**src/rtl/core/ssecho_pkg.sv**
```systemverilog
// shared types and constants for the servo sweep and echo obstacle reporter
`timescale 1ns / 1ps

package ssecho_pkg;

  // rangefinder channels
  localparam int NumRangers = 4;
  localparam int ChBits     = 2;

  // field widths
  localparam int SampleBits = 12;
  localparam int AngleBits  = 8;
  localparam int StepBits   = 7;
  localparam int TimeBits   = 32;
  localparam int CountBits  = 8;
  localparam int CmpBits    = 12;
  localparam int ByteBits   = 8;

  // stream widths (whole bytes)
  localparam int InDataBits  = 48;
  localparam int OutDataBits = 24;

  // configuration port
  localparam int CfgIdxBits  = 3;
  localparam int CfgDataBits = 8;

  // result queue
  localparam int FifoDepth = 4;
  localparam int PtrBits   = 2;
  localparam int FillBits  = 3;
  localparam int MaxRes    = 3;

  // reset values of the registers
  localparam logic signed [7:0] SweepMinRst  = -8'sd70;
  localparam logic signed [7:0] SweepMaxRst  = 8'sd70;
  localparam logic [6:0]        SweepStepRst = 7'd10;
  localparam logic [7:0]        NearThrRst   = 8'd2;
  localparam logic [7:0]        HystRst      = 8'd10;
  localparam logic [7:0]        StableRst    = 8'd2;
  localparam logic [3:0]        TrigMaskRst  = 4'd11;
  localparam logic [3:0]        DoneMaskRst  = 4'd11;
  localparam logic [7:0]        CountMax     = 8'd255;

  // servo compare offset and scale
  localparam logic signed [12:0] CmpScale  = 13'sd10;
  localparam logic signed [12:0] CmpOffset = 13'sd1500;

  typedef enum logic [CfgIdxBits-1:0] {
    CfgSweepMin  = 3'd0,
    CfgSweepMax  = 3'd1,
    CfgSweepStep = 3'd2,
    CfgNearThr   = 3'd3,
    CfgHyst      = 3'd4,
    CfgStable    = 3'd5,
    CfgTrigMask  = 3'd6
  } cfg_idx_e;

  typedef enum logic {
    ReqSweep = 1'b0,
    ReqEcho  = 1'b1
  } req_e;

  typedef enum logic [1:0] {
    KindServo = 2'd0,
    KindFlags = 2'd1,
    KindAngle = 2'd2
  } kind_e;

  // one result item
  typedef struct packed {
    kind_e                kind;
    logic [CmpBits-1:0]   compare;
    logic                 fire;
    logic [ByteBits-1:0]  payload;
    logic                 last;
  } result_t;

endpackage

```
**src/rtl/core/servo_sweep_echo_obstacle_reporter_core.sv**
```systemverilog
// top level: servo sweep peak tracker and echo obstacle reporter
`timescale 1ns / 1ps

// Usage
//   s_axis carries input transactions: tuser selects a sweep step (0) or an
//   echo edge (1); tdata holds sample, channel, level and timestamp.
//   m_axis returns result transactions: tuser is the result kind, tlast marks
//   the last result caused by one input transaction.
//   cfg_we_i/cfg_idx_i/cfg_data_i write a register, while idle.
// Latency and throughput
//   All work for an input is done in the cycle it is accepted; its results
//   (up to three) land in a four-entry result queue in the cycle after
//   acceptance and leave one per cycle while m_axis_tready is high. An input
//   is taken whenever the queue holds at most one result, so after a
//   three-result item the queue must drain to one result before the next
//   item is taken; items with fewer results go faster.
// Reset
//   rst_ni clears the queue, loads register defaults, servo angle 0,
//   upward sweep, agreement counts 255 and done mask 11.
// Stall
//   When m_axis_tready is low results wait in the queue; once two or more
//   are pending s_axis_tready drops until the queue drains.

module servo_sweep_echo_obstacle_reporter_core (
  input  logic                             clk_i,
  input  logic                             rst_ni,
  // input stream
  input  logic                             s_axis_tvalid,
  output logic                             s_axis_tready,
  // sensor_sample[11:0], echo_channel[13:12], echo_level[14], time_ms[46:15]
  input  logic [ssecho_pkg::InDataBits-1:0] s_axis_tdata,
  // req_type
  input  logic                             s_axis_tuser,
  // result stream
  output logic                             m_axis_tvalid,
  input  logic                             m_axis_tready,
  // servo_compare[11:0], fire_trigger[12], payload[20:13]
  output logic [ssecho_pkg::OutDataBits-1:0] m_axis_tdata,
  // result_kind
  output logic [1:0]                       m_axis_tuser,
  output logic                             m_axis_tlast,
  // configuration writes
  input  logic                             cfg_we_i,
  input  logic [ssecho_pkg::CfgIdxBits-1:0]  cfg_idx_i,
  input  logic [ssecho_pkg::CfgDataBits-1:0] cfg_data_i
);

  // configuration registers
  logic signed [7:0] sweep_min_q, sweep_max_q;
  logic [6:0]        sweep_step_q;
  logic [7:0]        near_thr_q, hyst_q, stable_q;
  logic [3:0]        trig_mask_q;

  // block state
  logic signed [7:0] servo_angle_q, servo_angle_d;
  logic              sweep_up_q, sweep_up_d;
  logic [11:0]       peak_sample_q, peak_sample_d;
  logic signed [7:0] peak_angle_q, peak_angle_d;
  logic signed [7:0] latched_q, latched_d;
  logic signed [7:0] sent_angle_q, sent_angle_d;
  logic [3:0]        flags_q, flags_d;
  logic [3:0]        sent_flags_q, sent_flags_d;
  logic [3:0]        done_mask_q, done_mask_d;
  logic [ssecho_pkg::CountBits-1:0] agree_q [ssecho_pkg::NumRangers];
  logic [ssecho_pkg::CountBits-1:0] agree_d [ssecho_pkg::NumRangers];
  logic [ssecho_pkg::TimeBits-1:0]  edge_q  [ssecho_pkg::NumRangers];
  logic [ssecho_pkg::TimeBits-1:0]  edge_d  [ssecho_pkg::NumRangers];

  // result queue
  ssecho_pkg::result_t fifo_q [ssecho_pkg::FifoDepth];
  ssecho_pkg::result_t fifo_d [ssecho_pkg::FifoDepth];
  logic [ssecho_pkg::PtrBits-1:0]  wr_ptr_q, wr_ptr_d, rd_ptr_q, rd_ptr_d;
  logic [ssecho_pkg::FillBits-1:0] fill_q, fill_d;

  // input field split
  logic                              in_acc, out_pop;
  logic [11:0]                       in_sample;
  logic [ssecho_pkg::ChBits-1:0]     in_ch;
  logic                              in_level;
  logic [ssecho_pkg::TimeBits-1:0]   in_time;

  assign in_sample = s_axis_tdata[11:0];
  assign in_ch     = s_axis_tdata[13:12];
  assign in_level  = s_axis_tdata[14];
  assign in_time   = s_axis_tdata[46:15];

  assign s_axis_tready = (fill_q <= 3'd1);
  assign in_acc        = s_axis_tvalid & s_axis_tready;
  assign out_pop       = m_axis_tvalid & m_axis_tready;

  // per-item working signals
  ssecho_pkg::result_t       res [ssecho_pkg::MaxRes];
  logic [1:0]                n_res;
  logic                      do_report, all_stable, fire;
  logic signed [9:0]         step_s, a_raw, hi_lim, lo_lim, ang_diff, hyst_s;
  logic signed [7:0]         a_sat;
  logic signed [12:0]        cmp_full;
  logic [ssecho_pkg::TimeBits-1:0] width;
  logic [3:0]                ch_bit;
  logic                      old_flag, near;

  // single-pass update of state and results for an accepted item
  always_comb begin
    servo_angle_d = servo_angle_q;
    sweep_up_d    = sweep_up_q;
    peak_sample_d = peak_sample_q;
    peak_angle_d  = peak_angle_q;
    latched_d     = latched_q;
    sent_angle_d  = sent_angle_q;
    flags_d       = flags_q;
    sent_flags_d  = sent_flags_q;
    done_mask_d   = done_mask_q;
    for (int i = 0; i < ssecho_pkg::NumRangers; i++) begin
      agree_d[i] = agree_q[i];
      edge_d[i]  = edge_q[i];
    end
    for (int k = 0; k < ssecho_pkg::MaxRes; k++) begin
      res[k] = '0;
    end
    n_res     = 2'd0;
    do_report = 1'b0;
    fire      = 1'b0;
    step_s    = signed'({3'b000, sweep_step_q});
    a_raw     = '0;
    a_sat     = '0;
    hi_lim    = '0;
    lo_lim    = '0;
    cmp_full  = '0;
    width     = '0;
    ch_bit    = 4'(1) << in_ch;
    old_flag  = flags_q[in_ch];
    near      = 1'b0;
    all_stable = 1'b1;
    ang_diff  = '0;
    hyst_s    = signed'({2'b00, hyst_q});

    if (in_acc) begin
      if (s_axis_tuser == ssecho_pkg::ReqSweep) begin
        // peak tracking on the angle before the move
        if (in_sample >= peak_sample_q) begin
          peak_sample_d = in_sample;
          peak_angle_d  = servo_angle_q;
        end
        // step and saturate the servo angle
        a_raw = sweep_up_q ? (10'(servo_angle_q) + step_s) : (10'(servo_angle_q) - step_s);
        if (a_raw > 10'sd127) begin
          a_sat = 8'sd127;
        end else if (a_raw < -10'sd128) begin
          a_sat = -8'sd128;
        end else begin
          a_sat = a_raw[7:0];
        end
        servo_angle_d = a_sat;
        // end of sweep: reverse and latch the peak
        hi_lim = 10'(sweep_max_q) - step_s;
        lo_lim = 10'(sweep_min_q) + step_s;
        if (10'(a_sat) > hi_lim || 10'(a_sat) < lo_lim) begin
          sweep_up_d    = ~sweep_up_q;
          latched_d     = peak_angle_d;
          peak_sample_d = '0;
        end
        // servo result with optional trigger
        cmp_full = 13'(a_sat) * ssecho_pkg::CmpScale + ssecho_pkg::CmpOffset;
        fire     = (done_mask_q == trig_mask_q);
        if (fire) begin
          done_mask_d = '0;
        end
        res[0].kind    = ssecho_pkg::KindServo;
        res[0].compare = cmp_full[11:0];
        res[0].fire    = fire;
        n_res          = 2'd1;
        do_report      = 1'b1;
      end else if (int'(in_ch) < ssecho_pkg::NumRangers && !in_level) begin
        // falling edge: pulse width and agreement count
        width          = in_time - edge_q[in_ch];
        edge_d[in_ch]  = width;
        near           = (width <= 32'(near_thr_q));
        if (near == old_flag) begin
          if (agree_q[in_ch] != ssecho_pkg::CountMax) begin
            agree_d[in_ch] = agree_q[in_ch] + 8'd1;
          end
        end else begin
          agree_d[in_ch] = '0;
        end
        flags_d     = near ? (flags_q | ch_bit) : (flags_q & ~ch_bit);
        done_mask_d = done_mask_q | ch_bit;
        do_report   = 1'b1;
      end else if (int'(in_ch) < ssecho_pkg::NumRangers) begin
        // rising edge: remember the time
        edge_d[in_ch] = in_time;
      end
    end

    // reports on the updated state
    if (do_report) begin
      for (int i = 0; i < ssecho_pkg::NumRangers; i++) begin
        if (agree_d[i] < stable_q) begin
          all_stable = 1'b0;
        end
      end
      if (all_stable && flags_d != sent_flags_q) begin
        sent_flags_d          = flags_d;
        res[n_res].kind       = ssecho_pkg::KindFlags;
        res[n_res].payload    = {4'b0000, flags_d};
        n_res                 = n_res + 2'd1;
      end
      ang_diff = 10'(latched_d) - 10'(sent_angle_q);
      if (ang_diff > hyst_s || ang_diff < -hyst_s) begin
        sent_angle_d          = latched_d;
        res[n_res].kind       = ssecho_pkg::KindAngle;
        res[n_res].payload    = latched_d;
        n_res                 = n_res + 2'd1;
      end
      // an echo edge may leave nothing to report
      if (n_res != 2'd0) begin
        res[n_res - 2'd1].last = 1'b1;
      end
    end
  end

  // queue bookkeeping
  always_comb begin
    for (int j = 0; j < ssecho_pkg::FifoDepth; j++) begin
      fifo_d[j] = fifo_q[j];
    end
    for (int k = 0; k < ssecho_pkg::MaxRes; k++) begin
      if (k < int'(n_res)) begin
        fifo_d[wr_ptr_q + ssecho_pkg::PtrBits'(k)] = res[k];
      end
    end
    wr_ptr_d = wr_ptr_q + ssecho_pkg::PtrBits'(n_res);
    rd_ptr_d = rd_ptr_q + ssecho_pkg::PtrBits'(out_pop);
    fill_d   = fill_q + ssecho_pkg::FillBits'(n_res) - ssecho_pkg::FillBits'(out_pop);
  end

  // output port mapping
  assign m_axis_tvalid = (fill_q != '0);
  assign m_axis_tuser  = fifo_q[rd_ptr_q].kind;
  assign m_axis_tlast  = fifo_q[rd_ptr_q].last;
  assign m_axis_tdata  = {3'b000, fifo_q[rd_ptr_q].payload, fifo_q[rd_ptr_q].fire,
                          fifo_q[rd_ptr_q].compare};

  // queue storage, no reset needed
  always_ff @(posedge clk_i) begin
    for (int j = 0; j < ssecho_pkg::FifoDepth; j++) begin
      fifo_q[j] <= fifo_d[j];
    end
  end

  // control and block state
  always_ff @(posedge clk_i or negedge rst_ni) begin
    if (!rst_ni) begin
      sweep_min_q   <= ssecho_pkg::SweepMinRst;
      sweep_max_q   <= ssecho_pkg::SweepMaxRst;
      sweep_step_q  <= ssecho_pkg::SweepStepRst;
      near_thr_q    <= ssecho_pkg::NearThrRst;
      hyst_q        <= ssecho_pkg::HystRst;
      stable_q      <= ssecho_pkg::StableRst;
      trig_mask_q   <= ssecho_pkg::TrigMaskRst;
      servo_angle_q <= '0;
      sweep_up_q    <= 1'b1;
      peak_sample_q <= '0;
      peak_angle_q  <= '0;
      latched_q     <= '0;
      sent_angle_q  <= '0;
      flags_q       <= '0;
      sent_flags_q  <= '0;
      done_mask_q   <= ssecho_pkg::DoneMaskRst;
      for (int i = 0; i < ssecho_pkg::NumRangers; i++) begin
        agree_q[i] <= ssecho_pkg::CountMax;
        edge_q[i]  <= '0;
      end
      wr_ptr_q <= '0;
      rd_ptr_q <= '0;
      fill_q   <= '0;
    end else begin
      servo_angle_q <= servo_angle_d;
      sweep_up_q    <= sweep_up_d;
      peak_sample_q <= peak_sample_d;
      peak_angle_q  <= peak_angle_d;
      latched_q     <= latched_d;
      sent_angle_q  <= sent_angle_d;
      flags_q       <= flags_d;
      sent_flags_q  <= sent_flags_d;
      done_mask_q   <= done_mask_d;
      for (int i = 0; i < ssecho_pkg::NumRangers; i++) begin
        agree_q[i] <= agree_d[i];
        edge_q[i]  <= edge_d[i];
      end
      wr_ptr_q <= wr_ptr_d;
      rd_ptr_q <= rd_ptr_d;
      fill_q   <= fill_d;
      // register writes
      if (cfg_we_i) begin
        case (cfg_idx_i)
          ssecho_pkg::CfgSweepMin:  sweep_min_q  <= cfg_data_i;
          ssecho_pkg::CfgSweepMax:  sweep_max_q  <= cfg_data_i;
          ssecho_pkg::CfgSweepStep: sweep_step_q <= cfg_data_i[6:0];
          ssecho_pkg::CfgNearThr:   near_thr_q   <= cfg_data_i;
          ssecho_pkg::CfgHyst:      hyst_q       <= cfg_data_i;
          ssecho_pkg::CfgStable:    stable_q     <= cfg_data_i;
          ssecho_pkg::CfgTrigMask:  trig_mask_q  <= cfg_data_i[3:0];
          default: ;
        endcase
      end
    end
  end

  // queue never overfills
  assert property (@(posedge clk_i) disable iff (!rst_ni)
    fill_q <= 3'(ssecho_pkg::FifoDepth))
    else $error("result queue overflow");

  // every sweep step leaves at least its servo result queued
  assert property (@(posedge clk_i) disable iff (!rst_ni)
    (in_acc && s_axis_tuser == ssecho_pkg::ReqSweep) |=> (fill_q != '0))
    else $error("sweep step produced no result");

  // a firing trigger clears the done mask
  assert property (@(posedge clk_i) disable iff (!rst_ni)
    (in_acc && s_axis_tuser == ssecho_pkg::ReqSweep && done_mask_q == trig_mask_q)
    |=> (done_mask_q == '0))
    else $error("done mask not cleared after trigger");

  // trigger pulse only rides on servo results
  assert property (@(posedge clk_i) disable iff (!rst_ni)
    (m_axis_tvalid && m_axis_tdata[12]) |-> (m_axis_tuser == ssecho_pkg::KindServo))
    else $error("trigger on non-servo result");

  // a rising edge adds nothing to the queue
  assert property (@(posedge clk_i) disable iff (!rst_ni)
    (in_acc && s_axis_tuser == ssecho_pkg::ReqEcho && in_level) |=> (fill_q <= $past(fill_q)))
    else $error("rising edge produced a result");

endmodule
```
**config.mk**
```make
export PLATFORM = sky130hd
export DESIGN_NAME = servo_sweep_echo_obstacle_reporter_core
export DESIGN_NICKNAME = d
export VERILOG_FILES = /design/src/rtl/core/ssecho_pkg.sv /design/src/rtl/core/servo_sweep_echo_obstacle_reporter_core.sv
export SDC_FILE = /design/constraint.sdc
export NUM_CORES = 1
export LEC_CHECK = 0
export ABC_AREA = 1
export ABC_CLOCK_PERIOD_IN_PS = 8700
export BUFFER_PORTS_ARGS = -buffer_cell sky130_fd_sc_hd__buf_2
export CORE_AREA = 8 8 244 246
export CTS_CLUSTER_SIZE = 40
export DETAILED_ROUTE_END_ITERATION = 16
export DIE_AREA = 0 0 252 254
export GPL_ROUTABILITY_DRIVEN = 0
export GPL_TIMING_DRIVEN = 1
export SYNTH_ARGS = -nofsm -noshare
export SYNTH_HDL_FRONTEND = slang
export SYNTH_SLANG_ARGS = --single-unit
```
**constraint.sdc**
```tcl
create_clock -name clk_i -period 8.7 [get_ports clk_i]
set_input_delay 1.305 -clock clk_i [delete_from_list [all_inputs] [get_ports clk_i]]
set_output_delay 1.305 -clock clk_i [all_outputs]
set_load 0.02 [all_outputs]
```
After elaboration in Yosys (flattened, before gate mapping)
Memory sizes are Yosys's and may differ from the RTL's.
Cells that the tools add are included.
{ "word_totals": {"ff_bits": 275, "mem_bits_rw": 96, "in_bits": 65, "out_inout_bits": 29, "wordCells": 225, "memories": 1} }
{ "memory_table": {"columns": ["memory", "depth", "width", "read_ports", "rd_ports_with_merged_regs", "write_ports", "line_no", "rtl"], "rows": [
  ["fifo_q", 4, 24, 5, 0, 4, "servo_sweep_echo_obstacle_reporter_core.sv:70", "ssecho_pkg::result_t fifo_q [ssecho_pkg::FifoDepth];"]
]} }
{ "op_classes": {"n_addsub": 18, "n_mul": 1, "n_lt_le_gt_ge": 31, "eq_ne": 11, "n_shift": 1, "n_mux": 89, "n_bitwise": 17, "reduce_logical": 29} }
{ "op_table": {"columns": ["cell", "count"], "rows": [
  ["2-to-1 mux 72 bit", 6],
  ["demux 24 bit (select 2 bit)", 8],
  ["bitwise mux 72 bit", 5],
  ["bitwise mux 96 bit", 3],
  ["2-to-1 mux 96 bit", 3],
  ["bitwise mux 128 bit", 2],
  ["2-to-1 mux 32 bit", 8],
  ["2-to-1 mux 128 bit", 1],
  ["2-to-1 mux 24 bit", 5],
  ["2-to-1 mux 8 bit", 11],
  ["binary-select mux 32 bit (select 2 bit)", 1],
  ["demux 32 bit (select 2 bit)", 1],
  ["AND 32 bit", 1],
  ["bitwise mux 32 bit", 1],
  ["<= comparator 32 x 8 -> 1 bit", 1],
  ["< comparator 8 bit", 4],
  ["inverter 32 bit", 1],
  ["subtractor 32 bit", 1],
  ["2-to-1 mux 4 bit", 7],
  ["subtractor 8 x 8 -> 9 bit", 3],
  ["2-to-1 mux 13 bit", 2],
  ["2-to-1 mux 12 bit", 2],
  ["AND reduction 2 bit", 11],
  ["greater-or-equal comparator 3 bit, second input constant", 7],
  ["other kinds (52)", 102]
]} }

Depth between registers and ports, before layout
Gate-level depths: netlist of run 1.
{ "logic_depth": {"ltp_word": 38, "ltp_mapped": 64, "depth_no_buf": 63} }

Worst setup path before layout of run 1
Ideal clock, no wire load.
{ "synth_timing": {"path_type": "register to register", "start": "reg sweep_step_q[1]", "end": "reg fill_q[2] (netlist name)", "t_arrival_ns": 8.350, "setup_slack_ns": 0.227, "path_stages_with_launch": 50, "n_path_buf": 1, "cell_sequence": "dfstp_2 > inv_1 > ha_1 > inv_1 > o21ai_0 > inv_1 > fa_1 > nand3b_1 > nand2_1 > a21oi_1 > nor2_1 > nor2_1 > o21bai_1 > xor2_2 > nand2_4 > inv_1 > o21ai_0 > ha_1 > [... 14 more ...] > o21ai_0 > nand2_1 > a22o_1 > ha_1 > and3_1 > nand4_1 > o211ai_1 > a21oi_1 > nand2_1 > inv_2 > nor2_4 > nor2_1 > nand2_1 > ha_1 > inv_1 > ha_1 > fa_1 > xnor2_1"} }
{ "synth_between": {"elab_chain_cells": 20, "word_cells_on_any_way": 26, "classes_between": "add/sub: 7; order compare: 6; mux: 11; reduce/logical: 2"} }
{ "synth_rtl": {"columns": ["element", "line_no", "rtl"], "rows": [
  ["start: declaration", "servo_sweep_echo_obstacle_reporter_core.sv:50", "logic [6:0] sweep_step_q;"],
  ["start signal: assignment", "servo_sweep_echo_obstacle_reporter_core.sv:255", "sweep_step_q <= ssecho_pkg::SweepStepRst;"],
  ["start signal: assignment", "servo_sweep_echo_obstacle_reporter_core.sv:298", "ssecho_pkg::CfgSweepStep: sweep_step_q <= cfg_data_i[6:0];"],
  ["subtractor 8 x 8 -> 9 bit / adder 8 x 8 -> 9 bit (equally long branches)", "servo_sweep_echo_obstacle_reporter_core.sv:145", "a_raw = sweep_up_q ? (10'(servo_angle_q) + step_s) : (10'(servo_angle_q) - step_s);"],
  ["2-to-1 mux 10 bit", "servo_sweep_echo_obstacle_reporter_core.sv:145", null],
  ["< comparator 10 x 8 -> 1 bit", "servo_sweep_echo_obstacle_reporter_core.sv:148", "end else if (a_raw < -10'sd128) begin"],
  ["2-to-1 mux 8 bit", "servo_sweep_echo_obstacle_reporter_core.sv:148", null],
  ["2-to-1 mux 8 bit", "servo_sweep_echo_obstacle_reporter_core.sv:146", "if (a_raw > 10'sd127) begin"],
  ["2-to-1 mux 8 bit", "servo_sweep_echo_obstacle_reporter_core.sv:138", "if (s_axis_tuser == ssecho_pkg::ReqSweep) begin"],
  ["2-to-1 mux 8 bit", "servo_sweep_echo_obstacle_reporter_core.sv:137", "if (in_acc) begin"],
  ["greater-than comparator 8 x 9 -> 1 bit / < comparator 8 x 9 -> 1 bit (equally long branches)", "servo_sweep_echo_obstacle_reporter_core.sv:157", "if (10'(a_sat) > hi_lim || 10'(a_sat) < lo_lim) begin"],
  ["[... 4 more ...]", null, null],
  ["named net latched_d[0]", "servo_sweep_echo_obstacle_reporter_core.sv:59", "logic signed [7:0] latched_q, latched_d;"],
  ["subtractor 8 x 8 -> 9 bit (*)", "servo_sweep_echo_obstacle_reporter_core.sv:207", "ang_diff = 10'(latched_d) - 10'(sent_angle_q);"],
  ["< comparator 9 x 10 -> 1 bit / greater-than comparator 9 bit (equally long branches)", "servo_sweep_echo_obstacle_reporter_core.sv:208", "if (ang_diff > hyst_s || ang_diff < -hyst_s) begin"],
  ["logical OR 1 bit (*)", "servo_sweep_echo_obstacle_reporter_core.sv:208", null],
  ["2-to-1 mux 2 bit (*)", "servo_sweep_echo_obstacle_reporter_core.sv:208", null],
  ["2-to-1 mux 2 bit (*) (2 in series)", "servo_sweep_echo_obstacle_reporter_core.sv:195", "if (do_report) begin"],
  ["adder 3 x 2 -> 3 bit (*)", "servo_sweep_echo_obstacle_reporter_core.sv:233", "fill_d = fill_q + ssecho_pkg::FillBits'(n_res) - ssecho_pkg::FillBits'(out_pop);"],
  ["subtractor 3 x 1 -> 3 bit (*)", "servo_sweep_echo_obstacle_reporter_core.sv:233", null],
  ["named net fill_d (one bit)", "servo_sweep_echo_obstacle_reporter_core.sv:73", "logic [ssecho_pkg::FillBits-1:0] fill_q, fill_d;"],
  ["end signal: assignment", "servo_sweep_echo_obstacle_reporter_core.sv:292", "fill_q <= fill_d;"],
  ["end: declaration", "servo_sweep_echo_obstacle_reporter_core.sv:73", null]
]} }
The timed path passes the listed nets; every way through them passes the cells marked *. The select of a mux whose other input is x is not followed.
A chain may end at the register's enable or synchronous reset.

Worst setup path in the final report of run 1
Ends and elaborated chain as after synthesis.

==> results of run 1 <==
## final cells by class
cell class              instances  area, um2  area share
multi-input cells            2475      13600       0.474
clock inverters                22        233     0.00814
clock buffers                  60       1200      0.0420
diodes                          1       2.50   0.0000875
repair buffers                254       1800      0.0630
inverters                     527       1990      0.0696
flip-flops and latches        371       8870       0.310
well taps                     756        946      0.0331
## worst max-delay path, delay by kind of cell, from the launching register on
family          cells  cell delay [ps]
fa+ha+maj           7             2150
simple gates       23             2050
compound gates     12             1560
buf+inv            14             1330
flops               1              530
xor+xnor            3              410
## sequential cells by signal, indices dropped and copies added (netlist names), 3 cells and up
signal,count
sweep_min_q,8
near_thr_q,8
peak_angle_q,8
flags_q,4
sent_flags_q,4
done_mask_q,4
agree_q,32
servo_angle_q,8
peak_sample_q,12
trig_mask_q,4
latched_q,8
sent_angle_q,8
hyst_q,8
sweep_step_q,7
sweep_max_q,8
fill_q,3
stable_q,8
edge_q,128
fifo_q,96
## path summary, 6_finish.rpt
path                                     to  slack [ps]       startpoint  depth (start not counted)
setup / recovery                  fill_q[2]         560  sweep_step_q[1]                         59
min in group asynchronous  peak_sample_q[9]         750           rst_ni                          1
max in group asynchronous        edge_q[94]        6480           rst_ni                          2
setup reg to reg                  fill_q[2]         560  sweep_step_q[1]                         59
hold reg to reg               fifo_q[2][10]         440    fifo_q[2][10]                          2
hold / removal                fifo_q[2][10]         440    fifo_q[2][10]                          2
## cell usage after synthesis (5+ instances only)
cell                         n
sky130_fd_sc_hd__dfxtp_1    96
sky130_fd_sc_hd__a31oi_1    32
sky130_fd_sc_hd__buf_4       9
sky130_fd_sc_hd__o22ai_1    43
sky130_fd_sc_hd__ha_1      164
sky130_fd_sc_hd__o21a_1      8
sky130_fd_sc_hd__o21ai_0   420
sky130_fd_sc_hd__and2_1      7
sky130_fd_sc_hd__nand4_1    22
sky130_fd_sc_hd__dfstp_2    53
sky130_fd_sc_hd__nor2_1    285
sky130_fd_sc_hd__a22o_1     22
sky130_fd_sc_hd__nor2_2      8
sky130_fd_sc_hd__a21oi_1   156
sky130_fd_sc_hd__a21o_1      6
sky130_fd_sc_hd__nand2_1   878
sky130_fd_sc_hd__o21bai_1   11
sky130_fd_sc_hd__clkbuf_1   86
sky130_fd_sc_hd__xor2_1     49
sky130_fd_sc_hd__inv_4       5
sky130_fd_sc_hd__xnor2_1    18
sky130_fd_sc_hd__nand2_4    22
sky130_fd_sc_hd__o221ai_1    7
sky130_fd_sc_hd__buf_2      16
sky130_fd_sc_hd__o21ai_1    20
sky130_fd_sc_hd__nor3_1     26
sky130_fd_sc_hd__inv_1     495
sky130_fd_sc_hd__a221oi_1   32
sky130_fd_sc_hd__dfrtp_1   222
sky130_fd_sc_hd__nand3_1   156
sky130_fd_sc_hd__nand2_2    21
sky130_fd_sc_hd__nand3b_1   12
sky130_fd_sc_hd__inv_2      22
sky130_fd_sc_hd__buf_1      12
sky130_fd_sc_hd__fa_1        7
## metrics by stage
stage | cells | cell area, um2
floorplan | 3499 | 24700
global placement | 4379 | 26900
detailed placement | 4379 | 26900
CTS | 4461 | 28400
global route | 4466 | 28600
finish | 4466 | 28600
## logic make-up after synthesis
kind of cell	count (synthesis)	synth area share
other cells	1	0.000152
fa+ha+maj	171	0.0887
compound gates	778	0.176
buf+inv	653	0.103
flops	371	0.359
simple gates	1454	0.248
xor+xnor	69	0.0251
## timing repair
action / CTS / global route
pin swaps: 0 / 14
setup endpoints to repair: 95 / 106
gates resized for setup: 4 / 66
buffers inserted: 0 / 4
hold endpoints to repair: 0 / 0
cloned: 0 / 0
## metal layers
metal	track usage	routed length [um]	vias to the layer above
li1	-	-	11700
met1	0.302	33100	10500
met2	0.373	33700	563
met3	0.0302	3620	118
met4	0.0612	1780	0
met5	0	0	-
==> metrics.log, run 1 <==
INFO  metric result_of_the_run = finished clean
INFO  metric max_cap_viol_count = 0
INFO  metric ctsHtreeMaxLevel = 2
INFO  metric grt-ovfl-total = 0
INFO  metric routed_via_density = 5.13
INFO  metric post-route-drc-count = 0
INFO  metric cp_common_cell = sky130_fd_sc_hd__nand2_1
INFO  metric layout_worst_path_cycle_share = 0.936
INFO  metric grt_start_max_net_pins = 114
INFO  metric ant_nets = 0
INFO  metric max-slew-margin-rel = 0.370
INFO  metric cp_slowest_stage_delay = 530 ps
INFO  metric final.fill_count = 5,721
INFO  metric cp_data_required_time = 9190 ps
INFO  metric tritoncts.num_buffers = 44
INFO  metric worstPathMaxFanout = 8
INFO  metric dieArea = 64,000 um2
INFO  metric cts_hold_buffers = 0
INFO  metric drtPass1Iterations = 6
INFO  metric grt_antenna_before_repair = 3
INFO  metric clkTransAtPathRegs = 60 ps
INFO  metric finalNetCount = 3,909
INFO  metric final_layout_size_suffix_gt1_frac = 0.142
INFO  metric num_vias = 22.9k
INFO  metric route.final.wire_length = 72,200 um
INFO  metric skew = 35.5 ps
INFO  metric die_w = 252 um
INFO  metric cts.sink_count = 371
INFO  metric hpwlAfterDp = 52,800 um
INFO  metric ys_warn_count = 0
INFO  metric worst_pin_slew = 944 ps
INFO  metric synth_seq_cells = 371
INFO  metric grt_pass1_wl = 116,000 um
INFO  metric clk_root_buffer_cell = sky130_fd_sc_hd__clkbuf_16
INFO  metric post_drt_wl_per_cell = 16.2 um
INFO  metric initial_core_utilization = 0.444
INFO  metric timing.hold.ws = 440 ps
INFO  metric final_hold_viol_count = 0
INFO  metric setup.worst_path.class = flip-flop to flip-flop
INFO  metric post_synth_inst_count = 3,497
INFO  metric tritoncts = built
INFO  metric max_freq = 123 MHz
INFO  metric core-area = 55,700 um2
INFO  metric arrival = 8630 ps
INFO  metric vertical_extent_of_the_die = 254 um
INFO  metric ys_types = 60
INFO  metric synth_largest_area_cell = sky130_fd_sc_hd__dfrtp_1
INFO  metric final_common_cell = sky130_fd_sc_hd__nand2_1
INFO  metric std_cell_rows = 87
INFO  metric final_cell_mix = sky130_fd_sc_hd__nand2_1, sky130_fd_sc_hd__inv_1, sky130_fd_sc_hd__o21ai_0
INFO  metric grt_pass1_vias = 21.6k
INFO  metric synth-main-ff-cell = sky130_fd_sc_hd__dfrtp_1
INFO  metric setup_tns = 0 ps
INFO  metric final_setup_violation_count = 0
INFO  metric port_buffers = 89
INFO  metric i_o_pin_cnt = 94
INFO  metric startpoint_type = flip-flop
INFO  metric fin_crit = 8140 ps
INFO  metric min_path_type = flip-flop to flip-flop
INFO  metric slew_violations = 0
INFO  metric synth-seq-area-share = 0.359
INFO  metric netlist_area = 24,700 um2
INFO  metric asyncSetResetFlopFracSynth = 0.741
INFO  metric synthesis.area_per_instance = 7.07 um2
INFO  metric yosys-top-cells-area = sky130_fd_sc_hd__dfrtp_1, sky130_fd_sc_hd__nand2_1, sky130_fd_sc_hd__o21ai_0, sky130_fd_sc_hd__ha_1, sky130_fd_sc_hd__dfxtp_1
INFO  metric drt_iter0_drc = 1,609
INFO  metric proportion_of_netlist_area_held_by_the_largest_area_contributor = 0.225
INFO  metric syn2layout_area_growth = 15.7%
INFO  metric grt_use_total = 0.223
INFO  metric endpoint_kind = flip-flop
INFO  metric detailedPlace.worstSlack = -136 ps
INFO  metric synth_edf_count = 0
INFO  metric cts_max_path_buffers = 3
INFO  metric clock_insertion_delay_worst_skew = 610 ps
INFO  metric postLayoutSetupSlackWorst = 559 ps
INFO  metric critical-path-slowest-cell = sky130_fd_sc_hd__dfstp_2
INFO  metric finish.utilization = 0.513
Power of run 1 is left out: the tool's default activity adds up to more than one toggle a clock period on the data nets, which glitch-free logic cannot reach.
==> run 2: changes to the inputs <==
- CTS_BUF_LIST: not set -> sky130_fd_sc_hd__clkbuf_8
==> run 2 against run 1 <==
Compared with the run above: clock skew increased by 7.7 ps; maximum frequency decreased by 0.17%; worst hold slack got worse by 2.4 ps; first-iteration DRC count rose by 3.4%; critical path type unchanged.
==> metrics.log, run 2 (synthesis gave the netlist of run 1 again) <==
INFO  metric min_to = fifo_q[2][10]
INFO  metric ctsHtreeMaxLevel = 3 (+1)
INFO  metric setup.worst_path.class = flip-flop to flip-flop
INFO  metric max-slew-margin-rel = 0.352 (-0.0180)
INFO  metric i_o_pin_cnt = 94 (unchanged)
INFO  metric postLayoutSetupSlackWorst = 546 ps (-13.5 ps)
INFO  metric max_cap_viol_count = 0 (unchanged)
INFO  metric slew_violations = 0 (unchanged)
INFO  metric dieArea = 64,000 um2 (unchanged)
INFO  metric final_setup_violation_count = 0 (unchanged)
INFO  metric clock_insertion_delay_worst_skew = 660 ps (+50 ps)
INFO  metric critical_path.reg2reg.startpoint = sweep_step_q[1]
INFO  metric cts.sink_count = 371 (unchanged)
INFO  metric post_drt_wl_per_cell = 16.1 um (-0.43%)
INFO  metric ant_nets = 0 (unchanged)
INFO  metric worst_pin_slew = 971 ps (+27.0 ps)
INFO  metric cp_slowest_stage_delay = 530 ps (about the same)
INFO  metric final_cell_mix = sky130_fd_sc_hd__nand2_1, sky130_fd_sc_hd__inv_1, sky130_fd_sc_hd__o21ai_0
INFO  metric grt_antenna_before_repair = 4 (+1)
INFO  metric min_delay_path_depth = 2 (unchanged)
INFO  metric max_ffs_per_register = 128 (unchanged)
INFO  metric min_path_type = flip-flop to flip-flop
INFO  metric post-route-drc-count = 0 (unchanged)
INFO  metric critical_path_cell_count = 59 (unchanged)
INFO  metric clk_root_buffer_cell = sky130_fd_sc_hd__clkbuf_8
INFO  metric grt_pass1_vias = 21.9k (+1.4%)
INFO  metric timing.critical_path.buf_inv = 13 (-1)
INFO  metric worstPathMaxFanout = 8 (unchanged)
INFO  metric cp_common_cell = sky130_fd_sc_hd__nand2_1
INFO  metric die_w = 252 um (unchanged)
INFO  metric grt-ovfl-total = 0 (unchanged)
INFO  metric critical-path-slowest-cell = sky130_fd_sc_hd__dfstp_2
INFO  metric skew = 43.1 ps (+7.67 ps)
INFO  metric vertical_extent_of_the_die = 254 um (unchanged)
INFO  metric routed_via_density = 5.12 (about the same)
INFO  metric tritoncts.num_buffers = 71 (+61%)
INFO  metric port_buffers = 89 (unchanged)
INFO  metric final_hold_viol_count = 0 (unchanged)
INFO  metric layout_worst_path_cycle_share = 0.937 (+0.00155)
INFO  metric num_vias = 23.1k (+0.83%)
INFO  metric core-area = 55,700 um2 (unchanged)
INFO  metric min-delay-start = fifo_q[2][10]
INFO  metric startpoint_type = flip-flop
INFO  metric grt_pass1_wl = 117,000 um (+0.65%)
INFO  metric finalNetCount = 3,936 (+0.69%)
INFO  metric arrival = 8690 ps (+60 ps)
INFO  metric std_cell_rows = 87 (unchanged)
INFO  metric endpoint_kind = flip-flop
INFO  metric result_of_the_run = finished clean
INFO  metric critical_path.reg2reg.endpoint = fill_q[2]
INFO  metric syn2layout_area_growth = 15.8%
INFO  metric detailedPlace.worstSlack = -136 ps (unchanged)
INFO  metric clkTransAtPathRegs = 70 ps (about the same)
INFO  metric drt_iter0_drc = 1,663 (+3.4%)
INFO  metric biggestRegsByFlops = edge_q (128), fifo_q (96), agree_q (32)
INFO  metric cts_max_path_buffers = 3 (unchanged)
INFO  metric initial_core_utilization = 0.444 (unchanged)
INFO  metric cp_top_family = simple AND/OR/NAND/NOR gates
INFO  metric drtPass1Iterations = 5 (-1)
INFO  metric max_freq = 123 MHz (-0.17%)
INFO  metric hpwlAfterDp = 52,800 um (unchanged)
INFO  metric reg2reg_slack = 550 ps (about the same)
INFO  metric grt_start_max_net_pins = 114 (unchanged)
INFO  metric cp_data_required_time = 9230 ps (+40 ps)
INFO  metric fin_crit = 8150 ps (+13.5 ps)
INFO  metric final_layout_size_suffix_gt1_frac = 0.149 (+0.00649)
INFO  metric largest_register = edge_q
INFO  metric final_common_cell = sky130_fd_sc_hd__nand2_1
INFO  metric grt_use_total = 0.225 (+0.00177)
INFO  metric reg2regPathDepth = 59 (unchanged)
INFO  metric route.final.wire_length = 72,600 um (+0.48%)
INFO  metric tritoncts = built
INFO  metric finish.utilization = 0.514 (+0.000673)
[run 2: cell count changes in the layout (fill, tap and decap cells not counted), moves of 2 or more]
cell and delta:
sky130_fd_sc_hd__clkinv_2 -9, sky130_fd_sc_hd__clkinvlp_4 +2, sky130_fd_sc_hd__clkinv_8 -3, sky130_fd_sc_hd__nor2_4 +2, sky130_fd_sc_hd__clkbuf_16 -44, sky130_fd_sc_hd__nand2_1 -2, sky130_fd_sc_hd__buf_6 +2, sky130_fd_sc_hd__buf_4 -2
sky130_fd_sc_hd__clkbuf_8 +82, sky130_fd_sc_hd__nand2_2 +3, sky130_fd_sc_hd__clkbuf_1 -12, sky130_fd_sc_hd__inv_1 +26
[run 2: worst max path at each step]
| stage | start | endpoint | slack (ps) |
|---|---|---|---|
| floorplan | sweep_step_q[1] | fill_q[2] | 230 |
| global placement | sweep_step_q[1] | fifo_q[1][7] | -130 |
| detailed placement | sweep_step_q[1] | fifo_q[0][2] | -140 |
| CTS | sweep_step_q[1] | fifo_q[0][2] | 50 |
| global route | sweep_step_q[1] | fifo_q[3][5] | -50 |
| finish | sweep_step_q[1] | fill_q[2] | 550 |
[run 2: repair_timing]
| item | CTS | global route |
|---|---|---|
| hold buffers | 0 | 0 |
| setup endpoints to repair | 95 | 106 |
| resized for setup | 4 | 72 |
| cloned | 0 | 0 |
| pin swaps | 0 | 14 |
| buffers inserted | 0 | 4 |
[run 2: routing by layer]
layer  up-vias  share of wire  global-route usage
met2       581           0.47               0.376
met5         -              0                   0
met3       130          0.052              0.0346
li1      11800              -                   -
met4         0          0.025              0.0671
met1     10600           0.45               0.300
[run 2: metrics by stage]
step | setup TNS (ps) | cells | area (um2) | hold slack (ps)
floorplan | 0 | 3499 | 24700 | 420
global placement | -4900 | 4379 | 26900 | 429
detailed placement | -4930 | 4379 | 26900 | 431
CTS | 0 | 4501 | 28400 | 440
global route | -603 | 4507 | 28600 | 463
finish | 0 | 4507 | 28600 | 437
[run 2: worst register-to-register path, delay by kind of cell, from the launching register on]
| family | cells | cell delay (ps) |
|---|---|---|
| DFF | 1 | 530 |
| xor gates and xnor gates | 3 | 340 |
| adders and majority gates | 7 | 2090 |
| and+or+nand+nor | 24 | 2080 |
| AOI/OAI and AO/OA | 12 | 1720 |
| buffers and inverters | 13 | 1320 |
[run 2: layout make-up]
class | count | area (um2)
Clock buffer | 86 | 1180
Antenna cell | 2 | 5.00
Sequential cell | 371 | 8870
Fill cell | 5756 | 27100
Timing Repair Buffer | 254 | 1810
Multi-Input combinational cell | 2475 | 13600
Clock inverter | 36 | 260
Tap cell | 756 | 946
Inverter | 527 | 1990
Power of run 2 is left out for the same reason.
